--- config.mk ---
export PLATFORM = sky130hd
export DESIGN_NAME = lrc_seq
export DESIGN_NICKNAME = d
export VERILOG_FILES = /design/src/hdl/lrc_pkg.sv /design/src/hdl/lrc_seq.sv
export SDC_FILE = /design/constraint.sdc
export NUM_CORES = 1
export LEC_CHECK = 0
export BUFFER_PORTS_ARGS = -buffer_cell sky130_fd_sc_hd__buf_2
export CAP_MARGIN = 0
export CORE_MARGIN = 2
export CORE_UTILIZATION = 45
export DETAILED_ROUTE_END_ITERATION = 6
export PLACE_DENSITY = 0.68
export SLEW_MARGIN = 15
export SYNTH_ARGS = -nofsm -noshare
export SYNTH_HDL_FRONTEND = slang
export SYNTH_SLANG_ARGS = --single-unit
--- constraint.sdc ---
create_clock -name clk_i -period 5 [get_ports clk_i]
set_input_delay 0.5 -clock clk_i [delete_from_list [all_inputs] [get_ports clk_i]]
set_output_delay 0.5 -clock clk_i [all_outputs]
set_load 0.05 [all_outputs]
--- src/hdl/lrc_pkg.sv ---
package lrc_pkg;

  localparam int OCC_BITS  = 3;
  localparam int VIR_BITS  = 4;
  localparam int IDX_BITS  = 4;
  localparam int FUNC_BITS = 4;
  localparam int ELEM_BITS = 32;
  localparam int OP_BITS   = 34;
  localparam int ACC_BITS  = 128;
  localparam int OUT_BITS  = 64;

  localparam int OCC_CNT_BITS = 4;
  localparam int VIR_CNT_BITS = 5;
  localparam int CFG_DATA_BITS = 5;

  localparam logic [OCC_CNT_BITS-1:0] MAX_OCCUPIED = 4'd8;
  localparam logic [VIR_CNT_BITS-1:0] MAX_VIRTUAL  = 5'd16;

  // Configuration register indexes.
  localparam logic CFG_OCCUPIED = 1'b0;
  localparam logic CFG_VIRTUAL  = 1'b1;

  // Function codes of an input beat.
  localparam logic [FUNC_BITS-1:0] TNS_PERT_VO    = 4'd0;
  localparam logic [FUNC_BITS-1:0] TNS_RESP_Y1    = 4'd1;
  localparam logic [FUNC_BITS-1:0] TNS_PERT_VVOO  = 4'd2;
  localparam logic [FUNC_BITS-1:0] TNS_RESP_Y2    = 4'd3;
  localparam logic [FUNC_BITS-1:0] TNS_LAMBDA_S   = 4'd4;
  localparam logic [FUNC_BITS-1:0] TNS_BARE_OV    = 4'd5;
  localparam logic [FUNC_BITS-1:0] TNS_RESP_X2    = 4'd6;
  localparam logic [FUNC_BITS-1:0] TNS_PERT_VV    = 4'd7;
  localparam logic [FUNC_BITS-1:0] TNS_RESP_X1    = 4'd8;
  localparam logic [FUNC_BITS-1:0] TNS_PERT_OO    = 4'd9;
  localparam logic [FUNC_BITS-1:0] TNS_LAMBDA_D   = 4'd10;
  localparam logic [FUNC_BITS-1:0] TNS_PERT_VVVO  = 4'd11;
  localparam logic [FUNC_BITS-1:0] TNS_PERT_OVOO  = 4'd12;
  localparam logic [FUNC_BITS-1:0] FUNC_START     = 4'd13;

  // One kind of contraction term for each loop nest; the sequencer walks them in order.
  typedef enum logic [3:0] {
    TERM_P1A,
    TERM_P1B,
    TERM_D,
    TERM_VV,
    TERM_OO,
    TERM_L3,
    TERM_OV1,
    TERM_OV2,
    TERM_X2O1,
    TERM_X2O2,
    TERM_X2V1,
    TERM_X2V2,
    TERM_OVX,
    TERM_END
  } term_e;

  typedef struct packed {
    logic                valid;
    term_e               kind;
    logic [OCC_BITS-1:0] i;
    logic [VIR_BITS-1:0] a;
    logic [OCC_BITS-1:0] j;
    logic [VIR_BITS-1:0] b;
    logic [VIR_BITS-1:0] e;
  } term_t;

  typedef struct packed {
    logic [ELEM_BITS-1:0] vo;
    logic [ELEM_BITS-1:0] y1;
    logic [ELEM_BITS-1:0] vvoo0;
    logic [ELEM_BITS-1:0] vvoo1;
    logic [ELEM_BITS-1:0] y2;
    logic [ELEM_BITS-1:0] l1;
    logic [ELEM_BITS-1:0] ov;
    logic [ELEM_BITS-1:0] x2a;
    logic [ELEM_BITS-1:0] x2b;
    logic [ELEM_BITS-1:0] vv;
    logic [ELEM_BITS-1:0] x1;
    logic [ELEM_BITS-1:0] oo;
    logic [ELEM_BITS-1:0] ld;
    logic [ELEM_BITS-1:0] vvvo;
    logic [ELEM_BITS-1:0] ovoo;
  } rd_t;

endpackage

--- src/hdl/lrc_seq.sv ---
module lrc_seq (
  input  logic                                 clk_i,
  input  logic                                 rst_ni,
  input  logic                                 start_i,
  input  logic [lrc_pkg::OCC_CNT_BITS-1:0]     occ_i,
  input  logic [lrc_pkg::VIR_CNT_BITS-1:0]     vir_i,
  output lrc_pkg::term_t                       term_o
);

  localparam int OB = lrc_pkg::OCC_BITS;
  localparam int VB = lrc_pkg::VIR_BITS;

  typedef enum logic {S_IDLE, S_RUN} state_e;

  state_e                state_q;
  lrc_pkg::term_e        kind_q;
  logic [OB-1:0]         i_q, j_q, no_m1_q;
  logic [VB-1:0]         a_q, b_q, e_q, nv_m1_q;
  lrc_pkg::term_t        term_q;

  logic use_j, use_b, use_e, e_vir;

  always_comb begin
    use_j = 1'b0;
    use_b = 1'b0;
    use_e = 1'b0;
    e_vir = 1'b0;
    case (kind_q)
      lrc_pkg::TERM_P1B, lrc_pkg::TERM_D: begin
        use_j = 1'b1;
        use_b = 1'b1;
      end
      lrc_pkg::TERM_VV: begin
        use_e = 1'b1;
        e_vir = 1'b1;
      end
      lrc_pkg::TERM_OO: begin
        use_e = 1'b1;
      end
      lrc_pkg::TERM_L3, lrc_pkg::TERM_X2V1, lrc_pkg::TERM_X2V2: begin
        use_j = 1'b1;
        use_b = 1'b1;
        use_e = 1'b1;
        e_vir = 1'b1;
      end
      lrc_pkg::TERM_OV1, lrc_pkg::TERM_OV2, lrc_pkg::TERM_X2O1, lrc_pkg::TERM_X2O2: begin
        use_j = 1'b1;
        use_b = 1'b1;
        use_e = 1'b1;
      end
      default: begin
      end
    endcase
  end

  logic last_i, last_a, last_j, last_b, last_e;
  assign last_i = (i_q == no_m1_q);
  assign last_a = (a_q == nv_m1_q);
  assign last_j = !use_j || (j_q == no_m1_q);
  assign last_b = !use_b || (b_q == nv_m1_q);
  assign last_e = !use_e || (e_vir ? (e_q == nv_m1_q) : (e_q == {1'b0, no_m1_q}));

  logic [lrc_pkg::OCC_CNT_BITS-1:0] occ_cl;
  logic [lrc_pkg::VIR_CNT_BITS-1:0] vir_cl;
  logic [lrc_pkg::OCC_CNT_BITS-1:0] occ_m1;
  logic [lrc_pkg::VIR_CNT_BITS-1:0] vir_m1;
  assign occ_cl = (occ_i > lrc_pkg::MAX_OCCUPIED) ? lrc_pkg::MAX_OCCUPIED : occ_i;
  assign vir_cl = (vir_i > lrc_pkg::MAX_VIRTUAL) ? lrc_pkg::MAX_VIRTUAL : vir_i;
  assign occ_m1 = occ_cl - 4'd1;
  assign vir_m1 = vir_cl - 5'd1;

  always_ff @(posedge clk_i or negedge rst_ni) begin
    if (!rst_ni) begin
      state_q <= S_IDLE;
      kind_q  <= lrc_pkg::TERM_P1A;
      i_q     <= '0;
      j_q     <= '0;
      a_q     <= '0;
      b_q     <= '0;
      e_q     <= '0;
      no_m1_q <= '0;
      nv_m1_q <= '0;
      term_q  <= '0;
    end else begin
      case (state_q)
        S_IDLE: begin
          term_q.valid <= 1'b0;
          if (start_i) begin
            no_m1_q <= occ_m1[OB-1:0];
            nv_m1_q <= vir_m1[VB-1:0];
            i_q     <= '0;
            j_q     <= '0;
            a_q     <= '0;
            b_q     <= '0;
            e_q     <= '0;
            // An empty orbital range leaves every nest empty.
            if ((occ_cl == '0) || (vir_cl == '0)) begin
              kind_q <= lrc_pkg::TERM_END;
            end else begin
              kind_q <= lrc_pkg::TERM_P1A;
            end
            state_q <= S_RUN;
          end
        end
        S_RUN: begin
          term_q.valid <= 1'b1;
          term_q.kind  <= kind_q;
          term_q.i     <= i_q;
          term_q.a     <= a_q;
          term_q.j     <= j_q;
          term_q.b     <= b_q;
          term_q.e     <= e_q;
          if (kind_q == lrc_pkg::TERM_END) begin
            state_q <= S_IDLE;
          end else if (!last_e) begin
            e_q <= e_q + 1'b1;
          end else begin
            e_q <= '0;
            if (!last_b) begin
              b_q <= b_q + 1'b1;
            end else begin
              b_q <= '0;
              if (!last_j) begin
                j_q <= j_q + 1'b1;
              end else begin
                j_q <= '0;
                if (!last_a) begin
                  a_q <= a_q + 1'b1;
                end else begin
                  a_q <= '0;
                  if (!last_i) begin
                    i_q <= i_q + 1'b1;
                  end else begin
                    i_q    <= '0;
                    kind_q <= lrc_pkg::term_e'(4'(kind_q) + 4'd1);
                  end
                end
              end
            end
          end
        end
        default: begin
          state_q <= S_IDLE;
        end
      endcase
    end
  end

  assign term_o = term_q;

endmodule

# Yosys cells after proc, flatten, opt, wreduce, memory -nomap -nowiden
# Cells that the tools add are included.
[totals]
register_bits = 53
in_bits = 12
output_inout_bits = 23
wordCells = 116
[classes]
add_sub_neg = 8
order_cmp = 2
n_eq_ne = 25
n_mux = 46
bitwise = 1
reduce_logical = 18
[op_table]
columns = ["op", "n"]
rows = [
  ["$mux 4", 20],
  ["$mux 3", 11],
  ["$pmux 4 s2", 4],
  ["$eq 4x4->1 const B", 5],
  ["$reduce_or 9->1", 2],
  ["$add 4x1->4 const B", 4],
  ["$eq 4x3->1 const B", 4],
  ["$eq 4x4->1", 3],
  ["$pmux 3 s2", 2],
  ["$ne 2x1->1 const B", 5],
  ["$eq 4x2->1 const B", 2],
  ["$reduce_and 7->1", 1],
  ["$add 3x1->3 const B", 2],
  ["$eq 3x3->1", 2],
  ["$mux 1", 6],
  ["$reduce_and 6->1", 1],
  ["$gt 5x5->1 const B", 1],
  ["$logic_not 5->1", 1],
  ["$mux 5", 1],
  ["$reduce_and 5->1", 1],
  ["$eq 4x1->1 const B", 1],
  ["$eq 4x3->1", 1],
  ["$gt 4x4->1 const B", 1],
  ["$logic_not 4->1", 1],
  ["11 further kinds", 18],
]

# Logic depth before layout (Yosys ltp)
[logic_depth]
ltp_word = 10
mapped_depth = 10
ltp_nobuf = 9

# Worst setup path before layout
# OpenSTA, ideal clock, no wires.
[synth_path]
path_kind = "register to register"
from = "register kind_q[0]"
to = "register a_q[2]"
setup_ns = 0.066
arrival_ns = 2.185
required_time_ns = 4.934
slack_ns = 2.749
stages_incl_launch_ff = 11
n_path_buf = 1
period_less_slack_ns = 2.251
cell_sequence = "dfrtp_1 inv_1 ha_1 a21oi_4 o21a_2 o221ai_2 o211a_4 o211ai_2 buf_6 or4b_1 nand2_1"
[synth_via]
elab_chain_cells = 7
elab_cells_between_ends = 29
classes_between = "eq/ne (16); mux (4); reduce/logical (9)"
[synth_rtl]
columns = ["item", "line_no", "source"]
rows = [
  ["start: declaration", "lrc_seq.sv:16", "lrc_pkg::term_e kind_q;"],
  ["start signal: assignment", "lrc_seq.sv:75", "kind_q <= lrc_pkg::TERM_P1A;"],
  ["start signal: assignment", "lrc_seq.sv:98", "kind_q <= lrc_pkg::TERM_END;"],
  ["start signal: assignment", "lrc_seq.sv:100", "kind_q <= lrc_pkg::TERM_P1A;"],
  ["$eq 4x3->1 (tied with other cells)", "lrc_seq.sv:28", "case (kind_q)"],
  ["$reduce_or 9->1 (no source line) or $reduce_or 4->1 (tied branches)", "--", ""],
  ["$mux 1", "lrc_seq.sv:28", ""],
  ["$logic_not 1->1 (tied with other cells)", "lrc_seq.sv:61", "assign last_e = !use_e || (e_vir ? (e_q == nv_m1_q) : (e_q == {1'b0, no_m1_q}));"],
  ["$logic_or 1x1->1 (on tied branches)", "lrc_seq.sv:61, lrc_seq.sv:59, lrc_seq.sv:60", ""],
  ["$ne 2x1->1 (no source line)", "--", ""],
  ["$reduce_and 5->1 (no source line) (*)", "--", ""],
  ["end signal: assignment", "lrc_seq.sv:128", "a_q <= a_q + 1'b1;"],
  ["end: declaration", "lrc_seq.sv:18", "logic [VB-1:0] a_q, b_q, e_q, nv_m1_q;"],
]
# Every way passes the cells marked *; elsewhere a longest branch is shown, timed or not.
# A chain may end at the register's enable or synchronous reset.

# Worst setup path after layout
[layout_path]
from = "register kind_q[1]"
to = "register i_q[2]"
[layout_via]
elab_chain_cells = 7
elab_cells_between_ends = 29
classes_between = "eq/ne (16); mux (4); reduce/logical (9)"
[layout_rtl]
columns = ["item", "line_no", "source"]
rows = [
  ["$eq 4x3->1 (tied with other cells)", "lrc_seq.sv:28", ""],
  ["$reduce_or 9->1 (no source line) or $reduce_or 4->1 (tied branches)", "--", ""],
  ["$mux 1", "lrc_seq.sv:28", ""],
  ["$logic_not 1->1 (tied with other cells)", "lrc_seq.sv:61", ""],
  ["$logic_or 1x1->1 (on tied branches)", "lrc_seq.sv:61, lrc_seq.sv:59, lrc_seq.sv:60", ""],
  ["$ne 2x1->1 (no source line)", "--", ""],
  ["$reduce_and 6->1 (no source line) (*)", "--", ""],
  ["end signal: assignment", "lrc_seq.sv:132", "i_q <= i_q + 1'b1;"],
  ["end: declaration", "lrc_seq.sv:17", "logic [OB-1:0] i_q, j_q, no_m1_q;"],
]
# Marked as above.

==> results.md <==
- Status: completed
- Critical Path Sink Type: flop
- Worst r2r dst: i_q[2]
- CTS Root Cell: clkbuf_8
- H-tree Lvls: 2
- Sink Count: 53
- Total Wirelength: 5380 µm
- TritonCTS clock tree: done
- Final worst-path cycle share: 0.509
- Sequential area share after synthesis: 0.460
- P&R area growth vs syn: 11.1%
- Top cells by area, synth: dfrtp_1 46%, mux2_2 10%, xnor2_1 5.8%, ha_1 4.8%, o21ai_0 3.5%
- Initial antenna violation count: 0
- Reg2reg path depth: 8
- PortBufs: 34
- Avg Cell Area, Syn: ~11 µm²
- Total number of vias: roughly 2,000
- Crit Reg-Reg Startpoint: kind_q[1]
- Worst Setup Start Kind: flop
- Worst-Margin Slew: 0.840 ns
- GRT Overall Usage: 0.165
- Initial DRC count: 85
- # resized after CTS: 0
- Post-synth top area share: 0.460
- GRT overflow: 0
- Syn Inst Count: 268
- Post-synthesis net count: 291
- DRC violations left: 0
- Synth area leader: dfrtp_1
- Initial Utilization: 0.459
- FFs w/ async S/R, synth: 1.00
- Max cap viols: 0
- Clk pin slew, worst setup/hold paths: approximately 0.10 ns
- Total power: approximately 2 mW
- Slowest stage delay, CP: 0.46 ns
- Boundary Pins: 35
- Post-layout min period: approximately 2.5 ns
- Static Leak: 1.52 nW
- Die X: around 84 µm
- Setup bufs post-CTS: 0
- Commonest cells in the netlist: 53 x dfrtp_1, 26 x mux2_2, 22 x nand2_1
- Post-Syn Area: 0.00288 mm²
- Worst EP required: 5.20 ns
- Clock skew: 0.0103 ns
- Cts hold-fix bufs: 0
- Max-slew headroom: 0.432
- Max Fanout on Critical Path: 11
- Share of cells above drive strength 1: 0.271
- Final setup TNS: 0 ns
- Die area: 0.00706 mm²
- RSZ-0062 raised after global routing: false
- Most frequent cell after synthesis: dfrtp_1
- Fmax: 0.393 GHz
- Max Root-Sink Buffers: 2
- Site row count: 29
- Slew Viols, Final: 0
- Vias in the first global route: 1,966
- Fin worst setup slack: 2.45 ns
- Highest-delay cell along the critical path: o211ai_1
- DP HPWL: 3810 µm
- Power Density: around 630 mW/mm²
- Worst hold margin: between 0.3 and 0.4 ns
- Top FF cell, synth: dfrtp_1
- Synth warn: 0
- Wirelength per Cell: around 14 µm
- Worst skew pair latency: 0.31 ns
- Number of synthesized flops with an enable pin: 0
- Placer Congestion: approximately 0.87
- Reg2reg setup slack: 2.45 ns
- Inserted Clock Buffers: 5
- Die extent in y: 84.0 µm
- Largest net degree at the start of global routing: 54
- Endpoints failing hold: 0
- Data arrival, critical path: 2.75 ns
- DR vias/cell: approximately 5.4
- Number of diodes: 0
- Setup violations, final: 0
- Post-route ant nets: 0
- Min-delay worst type: input port to asynchronous set/reset pin
- Seq cells post-synth: 53
- First-pass GRT wire length: between 9000 and 10,000 µm
- Distinct cells, synth: 49
- Worst vdd ir: 0.000327 V
- Final nets: ~330
- First-pass iteration count of the detailed router: 4
- WS Path Type: flop to flop
- Setup WS pre-CTS: 2.47 ns
- Core area: 0.00628 mm²
- Crit-path cells: inv_1, ha_1, nor3_1, a21oi_1, o211ai_1, o211ai_2, or3_1, a22o_1
==> layer usage <==
layer / GRT usage / up-vias / wire length, µm
li1: - / 1020 / -
met1: 0.222 / 973 / 2530
met2: 0.263 / 39 / 2510
met3: 0.0376 / 9 / 240
met4: 0.0543 / 0 / 96
met5: 0 / - / 0
==> sequential cells by signal (all words and copies together) (netlist names) <==
| name | flops |
|---|---|
| b_q | 4 |
| i_q | 3 |
| e_q | 4 |
| kind_q | 4 |
| state_q | 1 |
| nv_m1_q | 4 |
| no_m1_q | 3 |
| j_q | 3 |
| term_o | 23 |
| a_q | 4 |
==> placed cells by master (no fill, tap or decap), types with 2 or more instances in the layout <==
cell and instances:
inv_1 16, ha_1 11, nor3_1 8, o221ai_2 2, o41ai_1 3, dfrtp_1 53
a22o_1 2, buf_2 34, o21ai_1 2, xnor2_1 19, o31ai_1 2, nand4_1 2
nand2b_1 7, nor2_1 11, clkbuf_8 6, buf_4 2, a21o_1 2, nand3_1 9
o211ai_1 4, o21ai_0 20, nor3b_1 3, a211oi_1 2, nand2_1 22, a21oi_1 6
o211a_1 2, nand3b_1 2, nor2b_1 2, and3_1 2, mux2_2 26
==> power breakdown <==
part	total (mW)	internal, mW	switching (mW)
registers	0.734	0.570	0.163
clock network	0.249	0.112	0.137
logic	1.02	0.390	0.631
==> worst max path at each step <==
| stage | startpoint | end | slack (ns) | depth (start not counted) |
|---|---|---|---|---|
| 5_1_grt | kind_q[1] | kind_q[2] | 2.24 | 9 |
| 3_3_place_gp | kind_q[0] | kind_q[2] | 2.54 | 9 |
| 3_5_place_dp | kind_q[1] | kind_q[2] | 2.47 | 9 |
| 2_1_floorplan | kind_q[0] | a_q[2] | 2.75 | 10 |
| 6_report | kind_q[1] | i_q[2] | 2.45 | 8 |
| 4_1_cts | kind_q[1] | kind_q[2] | 2.44 | 9 |
==> final cells by class <==
class,count,area [µm²]
Clock buffer,6,82.6
Clock inverter,2,13.8
Fill cell,569,3080
Inverter,17,63.8
Multi-Input combinational cell,189,1430
Sequential cell,53,1330
Tap cell,77,96.3
Timing Repair Buffer,36,185
==> logic make-up after synthesis <==
family          count (synthesis)  share of synthesized area
simple gates                   75                      0.135
compound gates                 57                      0.152
flops                          53                      0.460
buf+inv                        26                     0.0421
mux                            26                      0.102
xor+xnor                       20                     0.0608
fa+ha+maj                      11                     0.0478
==> critical path, delay by kind of cell, from the launching register on <==
family | cells | cell delay (ns)
adder cells (fa/ha/maj) | 1 | 0.27
AND/OR/NAND/NOR | 2 | 0.64
AO/OA/AOI/OAI | 4 | 1.00
buffers and inverters | 1 | 0.10
flip-flops | 1 | 0.42
==> metrics by stage <==
stage	utilization	cell area (µm²)	instances
after detailed placement	0.495	3110	372
after floorplan	-	2880	268
after CTS	0.510	3200	380
after global placement	0.495	3110	372
after global routing	0.510	3200	380
final	0.510	3200	380
No activity file was read; power rests on OpenSTA's default activity.
